`config.mk`:
```
export PLATFORM = sky130hd
export DESIGN_NAME = shell_line_tokenizer
export DESIGN_NICKNAME = d
export VERILOG_FILES = /design/src/hdl/slt_pkg.sv /design/src/hdl/slt_decode.sv /design/src/hdl/slt_result_buf.sv /design/src/hdl/shell_line_tokenizer.sv
export VERILOG_INCLUDE_DIRS = /design/src /design/src/hdl
export SDC_FILE = /design/constraint.sdc
export NUM_CORES = 1
export LEC_CHECK = 0
export BUFFER_PORTS_ARGS = -buffer_cell sky130_fd_sc_hd__buf_4
export CAP_MARGIN = 10
export CORE_ASPECT_RATIO = 1.4
export CORE_MARGIN = 2
export CORE_UTILIZATION = 46
export CTS_BUF_LIST = sky130_fd_sc_hd__clkbuf_8
export DETAILED_ROUTE_END_ITERATION = 7
export GPL_TIMING_DRIVEN = 0
export PLACE_DENSITY_LB_ADDON = 0.3
export SYNTH_ARGS = -nofsm -noshare
export SYNTH_HDL_FRONTEND = slang
export SYNTH_SLANG_ARGS = --single-unit
```
`constraint.sdc`:
```
create_clock -name clk -period 12.52 [get_ports clk]
set_input_delay 1.878 -clock clk [delete_from_list [all_inputs] [get_ports clk]]
set_output_delay 1.878 -clock clk [all_outputs]
set_load 0.01 [all_outputs]
```
`src/hdl/shell_line_tokenizer_defines.svh`:
```
// Assertion macros for the shell line tokenizer.
// Both macros compile to nothing when SYNTH is defined.
`ifndef SHELL_LINE_TOKENIZER_DEFINES_SVH
`define SHELL_LINE_TOKENIZER_DEFINES_SVH

`ifndef SYNTH

// Check a condition in the same cycle as its trigger.
`define SLT_ASSERT_SAME(label, clk, rst_n, ante, cons) \
    label: assert property (@(posedge clk) disable iff (!rst_n) (ante) |-> (cons)) \
        else $error("shell_line_tokenizer: same-cycle check failed");

// Check a condition in the cycle after its trigger.
`define SLT_ASSERT_NEXT(label, clk, rst_n, ante, cons) \
    label: assert property (@(posedge clk) disable iff (!rst_n) (ante) |=> (cons)) \
        else $error("shell_line_tokenizer: next-cycle check failed");

`else

`define SLT_ASSERT_SAME(label, clk, rst_n, ante, cons)
`define SLT_ASSERT_NEXT(label, clk, rst_n, ante, cons)

`endif

`endif

```
`src/hdl/slt_pkg.sv`:
```
package slt_pkg;

    typedef enum logic [1:0] {
        MODE_BETWEEN = 2'd0,
        MODE_IN_ARG  = 2'd1,
        MODE_COMMENT = 2'd2,
        MODE_IGNORE  = 2'd3
    } scan_mode_t;

    typedef enum logic [1:0] {
        QUOTE_NONE   = 2'd0,
        QUOTE_SINGLE = 2'd1,
        QUOTE_DOUBLE = 2'd2
    } quote_t;

    typedef enum logic [2:0] {
        KIND_BYTE  = 3'd0,
        KIND_END   = 3'd1,
        KIND_DONE  = 3'd2,
        KIND_MANY  = 3'd3,
        KIND_QUOTE = 3'd4
    } kind_t;

    localparam logic OP_BYTE = 1'b0;
    localparam logic OP_EOL  = 1'b1;

    localparam logic [7:0] CH_SPACE  = 8'h20;
    localparam logic [7:0] CH_TAB    = 8'h09;
    localparam logic [7:0] CH_CR     = 8'h0D;
    localparam logic [7:0] CH_HASH   = 8'h23;
    localparam logic [7:0] CH_SQUOTE = 8'h27;
    localparam logic [7:0] CH_DQUOTE = 8'h22;
    localparam logic [7:0] CH_BSLASH = 8'h5C;

    localparam logic [7:0] MAX_ARGS_RESET = 8'd16;

    // Count of results one item can give: 0..3.
    typedef logic [1:0] res_count_t;

    typedef struct packed {
        kind_t      kind;
        logic [7:0] out_byte;
        logic [7:0] arg_index;
        logic [7:0] arg_count;
        logic       last;
    } result_t;

    typedef struct packed {
        result_t [2:0] res;
        res_count_t    n;
    } result_set_t;

    typedef struct packed {
        scan_mode_t mode;
        quote_t     quote;
        logic       esc;
        logic [7:0] args;
    } line_state_t;

    localparam line_state_t LINE_STATE_RESET = '{
        mode:  MODE_BETWEEN,
        quote: QUOTE_NONE,
        esc:   1'b0,
        args:  8'd0
    };

    function automatic result_t make_result(kind_t k, logic [7:0] b,
                                            logic [7:0] idx, logic [7:0] cnt);
        result_t r;
        r.kind      = k;
        r.out_byte  = b;
        r.arg_index = idx;
        r.arg_count = cnt;
        r.last      = 1'b0;
        return r;
    endfunction

    function automatic logic is_space(logic [7:0] c);
        return (c == CH_SPACE) || ((c >= CH_TAB) && (c <= CH_CR));
    endfunction

endpackage

```
`src/hdl/slt_decode.sv`:
```
module slt_decode (
    input  logic                 op,
    input  logic [7:0]           line_byte,
    input  slt_pkg::line_state_t state,
    input  logic [7:0]           max_args,
    output slt_pkg::line_state_t state_next,
    output slt_pkg::result_set_t results
);
    import slt_pkg::*;

    logic ws;
    logic in_arg;
    quote_t q;

    assign ws = is_space(line_byte);
    assign q  = (line_byte == CH_SQUOTE) ? QUOTE_SINGLE : QUOTE_DOUBLE;

    always_comb
    begin
        state_next = state;
        results    = '0;
        in_arg     = 1'b0;
        if (op == OP_EOL)
        begin
            state_next = LINE_STATE_RESET;
            unique case (state.mode)
                MODE_IN_ARG:
                begin
                    // A pending backslash is kept as a literal byte.
                    priority if (state.esc && (state.quote != QUOTE_NONE))
                    begin
                        results.res[0] = make_result(KIND_BYTE, CH_BSLASH, state.args, 8'd0);
                        results.res[1] = make_result(KIND_QUOTE, 8'd0, 8'd0, 8'd0);
                        results.n      = 2'd2;
                    end
                    else if (state.esc)
                    begin
                        results.res[0] = make_result(KIND_BYTE, CH_BSLASH, state.args, 8'd0);
                        results.res[1] = make_result(KIND_END, 8'd0, state.args, 8'd0);
                        results.res[2] = make_result(KIND_DONE, 8'd0, 8'd0,
                                                     state.args + 8'd1);
                        results.n      = 2'd3;
                    end
                    else if (state.quote != QUOTE_NONE)
                    begin
                        results.res[0] = make_result(KIND_QUOTE, 8'd0, 8'd0, 8'd0);
                        results.n      = 2'd1;
                    end
                    else
                    begin
                        results.res[0] = make_result(KIND_END, 8'd0, state.args, 8'd0);
                        results.res[1] = make_result(KIND_DONE, 8'd0, 8'd0,
                                                     state.args + 8'd1);
                        results.n      = 2'd2;
                    end
                end
                MODE_BETWEEN, MODE_COMMENT:
                begin
                    results.res[0] = make_result(KIND_DONE, 8'd0, 8'd0, state.args);
                    results.n      = 2'd1;
                end
                MODE_IGNORE:
                begin
                    // Drop the line silently after an error.
                end
            endcase
        end
        else
        begin
            unique case (state.mode)
                MODE_BETWEEN:
                begin
                    priority if (ws)
                    begin
                    end
                    else if (line_byte == CH_HASH)
                    begin
                        state_next.mode = MODE_COMMENT;
                    end
                    else if (state.args >= max_args)
                    begin
                        state_next.mode = MODE_IGNORE;
                        results.res[0]  = make_result(KIND_MANY, 8'd0, 8'd0, 8'd0);
                        results.n       = 2'd1;
                    end
                    else
                    begin
                        state_next.mode = MODE_IN_ARG;
                        in_arg          = 1'b1;
                    end
                end
                MODE_IN_ARG:
                begin
                    in_arg = 1'b1;
                end
                MODE_COMMENT, MODE_IGNORE:
                begin
                end
            endcase

            if (in_arg)
            begin
                priority if (state.esc)
                begin
                    state_next.esc = 1'b0;
                    results.res[0] = make_result(KIND_BYTE, line_byte, state.args, 8'd0);
                    results.n      = 2'd1;
                end
                else if (ws && (state.quote == QUOTE_NONE))
                begin
                    state_next.mode = MODE_BETWEEN;
                    state_next.args = state.args + 8'd1;
                    results.res[0]  = make_result(KIND_END, 8'd0, state.args, 8'd0);
                    results.n       = 2'd1;
                end
                else if ((line_byte == CH_SQUOTE) || (line_byte == CH_DQUOTE))
                begin
                    priority if (state.quote == QUOTE_NONE)
                    begin
                        state_next.quote = q;
                    end
                    else if (state.quote == q)
                    begin
                        state_next.quote = QUOTE_NONE;
                    end
                    else
                    begin
                        results.res[0] = make_result(KIND_BYTE, line_byte, state.args, 8'd0);
                        results.n      = 2'd1;
                    end
                end
                else if ((line_byte == CH_BSLASH) && (state.quote != QUOTE_SINGLE))
                begin
                    state_next.esc = 1'b1;
                end
                else
                begin
                    results.res[0] = make_result(KIND_BYTE, line_byte, state.args, 8'd0);
                    results.n      = 2'd1;
                end
            end
        end

        // Mark the final result of the item.
        for (int i = 0; i < 3; i++)
        begin
            results.res[i].last = (results.n == 2'(i + 1));
        end
    end

endmodule

```
`src/hdl/slt_result_buf.sv`:
```
module slt_result_buf (
    input  logic                 clk,
    input  logic                 rst_n,
    input  logic                 load,
    input  slt_pkg::result_set_t set,
    output logic                 can_load,
    output logic                 out_valid,
    input  logic                 out_ready,
    output slt_pkg::result_t     head,
    output slt_pkg::res_count_t  count
);
    import slt_pkg::*;

    res_count_t    count_reg;
    res_count_t    count_next;
    result_t [2:0] entries_reg;
    result_t [2:0] entries_next;
    logic          pop;

    assign out_valid = (count_reg != 2'd0);
    assign pop       = out_valid && out_ready;
    // Refill when empty or when the last held result leaves this cycle.
    assign can_load  = (count_reg == 2'd0) || ((count_reg == 2'd1) && out_ready);
    assign head      = entries_reg[0];
    assign count     = count_reg;

    always_comb
    begin
        count_next   = count_reg;
        entries_next = entries_reg;
        if (load)
        begin
            entries_next = set.res;
            count_next   = set.n;
        end
        else if (pop)
        begin
            entries_next[0] = entries_reg[1];
            entries_next[1] = entries_reg[2];
            count_next      = count_reg - 2'd1;
        end
    end

    always_ff @(posedge clk or negedge rst_n)
    begin
        if (!rst_n)
        begin
            count_reg <= 2'd0;
        end
        else
        begin
            count_reg <= count_next;
        end
    end

    always_ff @(posedge clk)
    begin
        entries_reg <= entries_next;
    end

endmodule

```
`src/hdl/shell_line_tokenizer.sv`:
```
// Shell line tokenizer: takes a command line one byte per item (op 0), closed by an
// end-of-line item (op 1), and splits it into arguments with shell quoting rules:
// whitespace separates, '#' at an argument start comments out the rest of the line,
// single and double quotes are stripped, and a backslash outside single quotes makes
// the next byte literal. Each item gives zero to three results (argument byte, end
// of argument, line done with count, or an error). An accepted item is decoded from
// the input register and its results load into the output buffer when it can take
// them. Items with zero or one result flow at one per cycle while out_ready is high;
// an item with more holds back the next, as results leave one per cycle through a
// single output port. max_args is set via cfg_wr_en/cfg_wr_data and resets to 16.
`include "shell_line_tokenizer_defines.svh"

module shell_line_tokenizer (
    input  logic       clk,
    input  logic       rst_n,
    input  logic       in_valid,
    output logic       in_ready,
    input  logic       op,
    input  logic [7:0] line_byte,
    output logic       out_valid,
    input  logic       out_ready,
    output logic [2:0] kind,
    output logic [7:0] out_byte,
    output logic [7:0] arg_index,
    output logic [7:0] arg_count,
    output logic       last,
    input  logic       cfg_wr_en,
    input  logic [7:0] cfg_wr_data
);
    import slt_pkg::*;

    // Input register: one item waiting for the decoder.
    logic        in_valid_reg;
    logic        op_reg;
    logic [7:0]  byte_reg;

    // Line scanning state and the configured argument limit.
    line_state_t state_reg;
    line_state_t state_next;
    logic [7:0]  max_args_reg;

    result_set_t results;
    result_t     head;
    res_count_t  buf_count;
    logic        can_load;
    logic        consume;
    logic        take_in;

    // An item with no results never waits on the output side.
    assign consume  = in_valid_reg && ((results.n == 2'd0) || can_load);
    assign in_ready = !in_valid_reg || consume;
    assign take_in  = in_valid && in_ready;

    slt_decode u_decode (
        .op         (op_reg),
        .line_byte  (byte_reg),
        .state      (state_reg),
        .max_args   (max_args_reg),
        .state_next (state_next),
        .results    (results)
    );

    slt_result_buf u_result_buf (
        .clk       (clk),
        .rst_n     (rst_n),
        .load      (consume && (results.n != 2'd0)),
        .set       (results),
        .can_load  (can_load),
        .out_valid (out_valid),
        .out_ready (out_ready),
        .head      (head),
        .count     (buf_count)
    );

    assign kind      = head.kind;
    assign out_byte  = head.out_byte;
    assign arg_index = head.arg_index;
    assign arg_count = head.arg_count;
    assign last      = head.last;

    // Hold the input item until the decoder retires it.
    always_ff @(posedge clk or negedge rst_n)
    begin
        if (!rst_n)
        begin
            in_valid_reg <= 1'b0;
        end
        else if (take_in)
        begin
            in_valid_reg <= 1'b1;
        end
        else if (consume)
        begin
            in_valid_reg <= 1'b0;
        end
    end

    always_ff @(posedge clk)
    begin
        if (take_in)
        begin
            op_reg   <= op;
            byte_reg <= line_byte;
        end
    end

    // Advance the scanner only when the item is retired.
    always_ff @(posedge clk or negedge rst_n)
    begin
        if (!rst_n)
        begin
            state_reg <= LINE_STATE_RESET;
        end
        else if (consume)
        begin
            state_reg <= state_next;
        end
    end

    always_ff @(posedge clk or negedge rst_n)
    begin
        if (!rst_n)
        begin
            max_args_reg <= MAX_ARGS_RESET;
        end
        else if (cfg_wr_en)
        begin
            max_args_reg <= cfg_wr_data;
        end
    end

    // The only result left in the buffer must close its item.
    `SLT_ASSERT_SAME(a_single_is_last, clk, rst_n, buf_count == 2'd1, head.last)
    // A result with more behind it never closes its item.
    `SLT_ASSERT_SAME(a_more_not_last, clk, rst_n, buf_count > 2'd1, !head.last)
    // End of line always returns the scanner to its idle state.
    `SLT_ASSERT_NEXT(a_eol_clears, clk, rst_n, consume && (op_reg == OP_EOL), state_reg == LINE_STATE_RESET)
    // An escape can only be pending inside an argument.
    `SLT_ASSERT_SAME(a_esc_in_arg, clk, rst_n, state_reg.mode != MODE_IN_ARG, !state_reg.esc)

endmodule

```
# Word level (Yosys, flattened, before mapping)

Index checks and enable logic that the tools add are counted.

Flip-flop bits (word level): 117
Bits in latches: 0
RAM bits: 0
ROM bits: 0
Input bits: 22
Output and inout port bits: 30
Word-level logic and storage cells: 130
Memories: 0

$add $sub $neg: 2
Multiply operators: 0
Divide/modulo/power cells: 0
Magnitude comparators: 3
Equal/unequal tests: 15
Shift operators: 0
Muxes and demuxes: 49
Bitwise logic cells: 3
Reduce and logical (&&, ||, !) cells: 34

Operators by type and width:

| kind                  | count |
|---|---|
| $mux W30              | 12 |
| $mux W56              | 2 |
| $pmux W30 S2          | 1 |
| $mux W58              | 1 |
| $mux W57              | 1 |
| $mux W28              | 2 |
| $mux W27              | 2 |
| $eq A8 B6 Y1 const B  | 4 |
| $mux W29              | 1 |
| $mux W13              | 2 |
| $mux W2               | 11 |
| $mux W8               | 2 |
| $reduce_bool A2 Y1    | 8 |
| $logic_and A1 B1 Y1   | 9 |
| $mux W1               | 9 |
| $add A8 B1 Y8 const B | 1 |
| $eq A8 B7 Y1 const B  | 1 |
| $ge A8 B4 Y1 const B  | 1 |
| $ge A8 B8 Y1          | 1 |
| $le A8 B4 Y1 const B  | 1 |
| $logic_not A2 Y1      | 4 |
| $eq A2 B1 Y1 const B  | 3 |
| $eq A2 B2 Y1 const B  | 3 |
| $reduce_and A6 Y1     | 1 |
| 16 further kinds      | 23 |

# Depth between registers and ports, before layout

Depth in word-level cells: 18
Mapped depth: 11
Mapped depth without buffers: 10

# Modules after synthesis

Synthesis repeated with hierarchy kept, for this count alone.

Cells, all modules: 495
Area, all modules: 6244.7 um2

Modules (own cells, without submodules):

| module               | times used | cells an instance | area each (um2) | sequential area each (um2) |
|---|---|---|---|---|
| slt_result_buf       | 1          | 193               | 3560.9          | 2572.5 |
| slt_decode           | 1          | 239               | 1526.5          | 0.0 |
| shell_line_tokenizer | 1          | 63                | 1157.4          | 822.0 |

# Least setup slack after synthesis

OpenSTA, ideal clock, no wires.

Path type: input port to flip-flop
Start point: input out_ready
End point: register u_result_buf.entries_reg[28] (netlist bit), enable pin
Library setup time: 467 ps
Arrival: 4638 ps
Data required time: 12053 ps
Path slack: 7415 ps
Cell stages on the path: 3
Path through: a21oi_1 -> nand2b_1 -> o211ai_1

Longest elaborated chain between the ends: 6
Elaborated cells on any way between the ends: 7

RTL lines:

| element                                 | line                       | RTL |
|---|---|---|
| start, declared                         | shell_line_tokenizer.sv:21 | `input logic out_ready,` |
| $logic_and A1 B1 Y1                     | slt_result_buf.sv:23       | `assign can_load = (count_reg == 2'd0) \|\| ((count_reg == 2'd1) && out_ready);` |
| $logic_or A1 B1 Y1                      | slt_result_buf.sv:23       |  |
| $logic_or A1 B1 Y1                      | shell_line_tokenizer.sv:50 | `assign consume = in_valid_reg && ((results.n == 2'd0) \|\| can_load);` |
| $logic_and A1 B1 Y1                     | shell_line_tokenizer.sv:50 |  |
| $logic_and A1 B1 Y1                     | shell_line_tokenizer.sv:66 | `.load (consume && (results.n != 2'd0)),` |
| $reduce_bool A2 Y1 (no source line) (*) | n/a                        |  |
| end signal, assigned                    | slt_result_buf.sv:58       | `entries_reg <= entries_next;` |
| end, declared                           | slt_result_buf.sv:16       | `result_t [2:0] entries_reg;` |

Every way passes the cells marked *; elsewhere a longest branch is shown, timed or not.
A chain may end at the register's enable or synchronous reset.

# Worst setup path after layout

Start point: register state_reg[6] (netlist bit)
End point: output in_ready

Longest elaborated chain between the ends: 16
Elaborated cells on any way between the ends: 22

RTL lines:

| element                 | line                        | RTL |
|---|---|---|
| start, declared         | shell_line_tokenizer.sv:38  | `line_state_t state_reg;` |
| start signal, assigned  | shell_line_tokenizer.sv:116 | `state_reg <= state_next;` |
| $ge A8 B8 Y1 (*)        | slt_decode.sv:80            | `else if (state.args >= max_args)` |
| $mux W29                | slt_decode.sv:80            |  |
| $mux W30                | slt_decode.sv:76            | `else if (line_byte == CH_HASH)` |
| $mux W30                | slt_decode.sv:73            | `priority if (ws)` |
| $mux W30                | slt_decode.sv:70            | `unique case (state.mode)` |
| $mux W30                | slt_decode.sv:122           | `else if (state.quote == q)` |
| $mux W30                | slt_decode.sv:118           | `priority if (state.quote == QUOTE_NONE)` |
| $mux W30                | slt_decode.sv:116           | `else if ((line_byte == CH_SQUOTE) \|\| (line_byte == CH_DQUOTE))` |
| $mux W30                | slt_decode.sv:109           | `else if (ws && (state.quote == QUOTE_NONE))` |
| $mux W30                | slt_decode.sv:103           | `priority if (state.esc)` |
| $mux W30 (*)            | slt_decode.sv:101           | `if (in_arg)` |
| $mux W30 (*)            | slt_decode.sv:23            | `if (op == OP_EOL)` |
| $logic_not A2 Y1 (*)    | shell_line_tokenizer.sv:50  |  |
| $logic_or A1 B1 Y1 (*)  | shell_line_tokenizer.sv:50  |  |
| $logic_and A1 B1 Y1 (*) | shell_line_tokenizer.sv:50  |  |
| $logic_or A1 B1 Y1 (*)  | shell_line_tokenizer.sv:51  | `assign in_ready = !in_valid_reg \|\| consume;` |
| end, declared           | shell_line_tokenizer.sv:17  | `output logic in_ready,` |

Every way passes the cells marked *; elsewhere a longest branch is shown, timed or not. The select of a mux whose other input is x is not followed.

==> flow_summary.ini <==
[setup_path]
crit_arrival_ns = 3.01
crit_required_ns = 10.64
critical_path.max_stage_delay_ns = 0.55
worst_r2r_endpoint = u_result_buf.head[23]$_SDFFCE_PP0P_
critical-path-slowest-cell = a21oi_1
critPathKind = register to primary output
critical_path.startpoint_type = register
setup.reg_to_reg.worst_slack_ns = 8.85
end_kind = primary output
critPathTopFamily = compound AO/OA/AOI/OAI gates
cp_num_buf_inv = 1
worstPathCellList = ha_1, a21oi_1, nand2_1, a21oi_1, a31oi_4, o211a_1, nand2_1, nand3_1, buf_4
timing.rr.start = state_reg[6]$_DFFE_PN0P_
critical_path_peak_fanout = 10
worst-r2r-cell-count = 11

[sta]
timing.final.crit_share_pct = 39.0
post_route_setup_tns_ns = 0
hold_violations = 0
max_freq_mhz = 205
min_period_ns = 4.89
finalMaxSlewViolations = 0
rsz0062_at_grt = no
min_setup_slack_post_route_ns = 7.63
timing_worst_slew_pin_value_ns = 1.07
fin_worst_skew_ns = 0.0120
worst_slew_margin_rel_pct = 27.6
setup_violations = 0

[drt]
pre_antenna_drt_iters = 4
postRouteAntennaNets = 0
finalWirelength_um = 9080
drc = 0
avgRoutedWirePerCell_um = 14.1
vias_per_cell = 5.03
via_count = 3237
detail_route.iter0.violations = 198

[global_routing]
first_pass_grt_wire_length_um = 15200
vias_in_the_first_global_route = 3225
use_met1_pct = 20.2
grt_remaining_overflow = 0
top_usage_layer = met2
groute.usage.overall_pct = 16.9
gr_util_met2_pct = 29.1
largest_net_degree_at_the_start_of_global_routing = 25
grt.met3_usage_pct = 3.98
grt_antenna_before_repair = 0

[logic_synthesis]
syn-num-nets = 470
async_set_reset_flop_share_out_of_synthesis_pct = 26.4
synth.ff_latch_count = 91
ys.warnings.count = 0
synth_edf_count = 67
sequential_share_of_the_synthesized_area_pct = 54.0
syn-mean-instance-area_um2 = 11.2
synth_top_flop_cell = edfxtp_1
synth_cells = 433
netlist_area_um2 = 4840
synth.distinct_cells = 60

[clock_tree]
worst_skew_pair_later_pin_latency_ns = 0.38
cts_made_buffers = 9
cts-resized-gates = 0
clock_tree_from_tritoncts = built
ctsHtreeMaxLevel = 3
clock_path_buffers = 2
cts_hold_repair.buffers = 0
cts-root-buf = clkbuf_8
cts.sinks = 91
worst_setup_hold_path_clk_slew_ns = 0.10
postCtsSetupBuffers = 0

[die]
design.portCount = 52
start_util_pct = 47.0
floorplan.die.width_um = 90.7
placement_rows = 44
floorplan.core_area_um2 = 10300
floorplan.die_area_um2 = 11400
fp.dieH_um = 125

[run]
max-cap-violations = 0

[final_layout]
layout.cells.most_common_list = 82 x buf_4, 67 x edfxtp_1, 41 x inv_1, 41 x nand2_1, 35 x nor2_1
drive_gt1_share_pct = 26.3
final_core_util_pct = 54.8
number_of_flip_flops_in_the_largest_register = 30
num_antenna_cells = 0
layout.cells.most_common = buf_4
fin_area_um2 = 5640
finalNetCount = 537
area_growth_syn_to_layout_pct = 16.5
fillCellCount = 908

[run_status]
status = finished, final reports clean

[power]
pd_cells_nw_per_um2 = 221
power.ir.vdd_worst_v = 0.000118
static-leakage-power_nw = 2.40

[placement]
dp_hpwl_um = 6700
gp_routability_congestion = 0.867
placement.io_buffers = 51
dpl_worst_slack_ns = 7.69
dpl-instance-area_um2 = 5440

[min_path]
timing.hold.worst_path_depth = 2
hold-path-endpoint = max_args_reg[4]$_DFFE_PN1P_
hp-class = register to register
timing.hold.worst.start = max_args_reg[4]$_DFFE_PN1P_
kinds of logic (layout without fill, tap and decap cells):
group	count (synthesis)	after routing	synth area share, %
multiplexers	30	30	7.49
buffers and inverters	83	155	8.94
flip-flops	91	91	54.0
AND/OR/NAND/NOR	138	138	14.0
XOR/XNOR	5	5	0.904
AO/OA/AOI/OAI	71	71	10.9
adder cells (fa/ha/maj)	15	15	3.87
report_power, final:
| part | internal (W) | switching [W] |
|---|---|---|
| registers | 0.000479 | 0.0000378 |
| clock network | 0.0000797 | 0.000121 |
| logic | 0.000252 | 0.000275 |
| total | 0.000811 | 0.000433 |
worst min-delay path: stages, from the launching register on:
cell and delay [ns]:
dfstp_2 0.37, inv_1 0.06, o21ai_0 0.08
metrics by stage:
step	hold slack, ns	power, W	std cells
3_3_place_gp	0.497	0.00104	622
3_5_place_dp	0.505	0.00106	627
5_1_grt	0.554	0.00133	643
6_report	0.518	0.00124	643
4_1_cts	0.521	0.00126	643
2_1_floorplan	0.478	0.000884	433
worst max path at each step:
stage	from	to	slack [ns]	cells past startpoint
CTS	state_reg[6]$_DFFE_PN0P_	in_ready	7.66	9
finish	state_reg[6]$_DFFE_PN0P_	in_ready	7.63	9
global route	state_reg[6]$_DFFE_PN0P_	in_ready	7.49	9
floorplan	out_ready	u_result_buf.entries_reg[28]$_DFFE_PP_	7.41	3
detailed placement	out_ready	in_ready	7.69	4
global placement	out_ready	u_result_buf.head[21]$_SDFFCE_PP0P_	6.37	4
area by class of cell:
| class | count | area [um2] | area share, % |
|---|---|---|---|
| buffer | 40 | 272 | 4.81 |
| clock buffer | 9 | 124 | 2.20 |
| clock inverter | 7 | 76.3 | 1.35 |
| inverter | 43 | 161 | 2.86 |
| multi-input combinational | 259 | 1800 | 31.9 |
| sequential | 91 | 2610 | 46.3 |
| tap | 138 | 173 | 3.06 |
| timing repair buffer | 56 | 424 | 7.52 |
synth_stat cells (all sizes together), types with 4 or more instances:
master | number | area, um2
nand3 | 9 | 45.0
edfxtp | 67 | 2010
nor2 | 35 | 131
a211oi | 4 | 40.0
a21o | 4 | 30.0
buf | 33 | 245
a21oi | 14 | 70.1
dfrtp | 23 | 576
nand2b | 5 | 31.3
clkbuf | 7 | 26.3
nand4 | 5 | 31.3
inv | 42 | 158
mux2 | 14 | 203
ha | 15 | 188
nor3 | 9 | 45.0
mux2i | 16 | 160
and3 | 17 | 111
o21ai | 19 | 106
o2bb2ai | 4 | 35.0
o211ai | 4 | 43.8
nand2 | 41 | 154
per-layer routing:
layer	share of wire (%)	vias up
met2	52	70
met3	3.5	14
met5	0	-
met1	43	1508
li1	-	1645
met4	2.1	0
(Power assumes the default switching activity.)
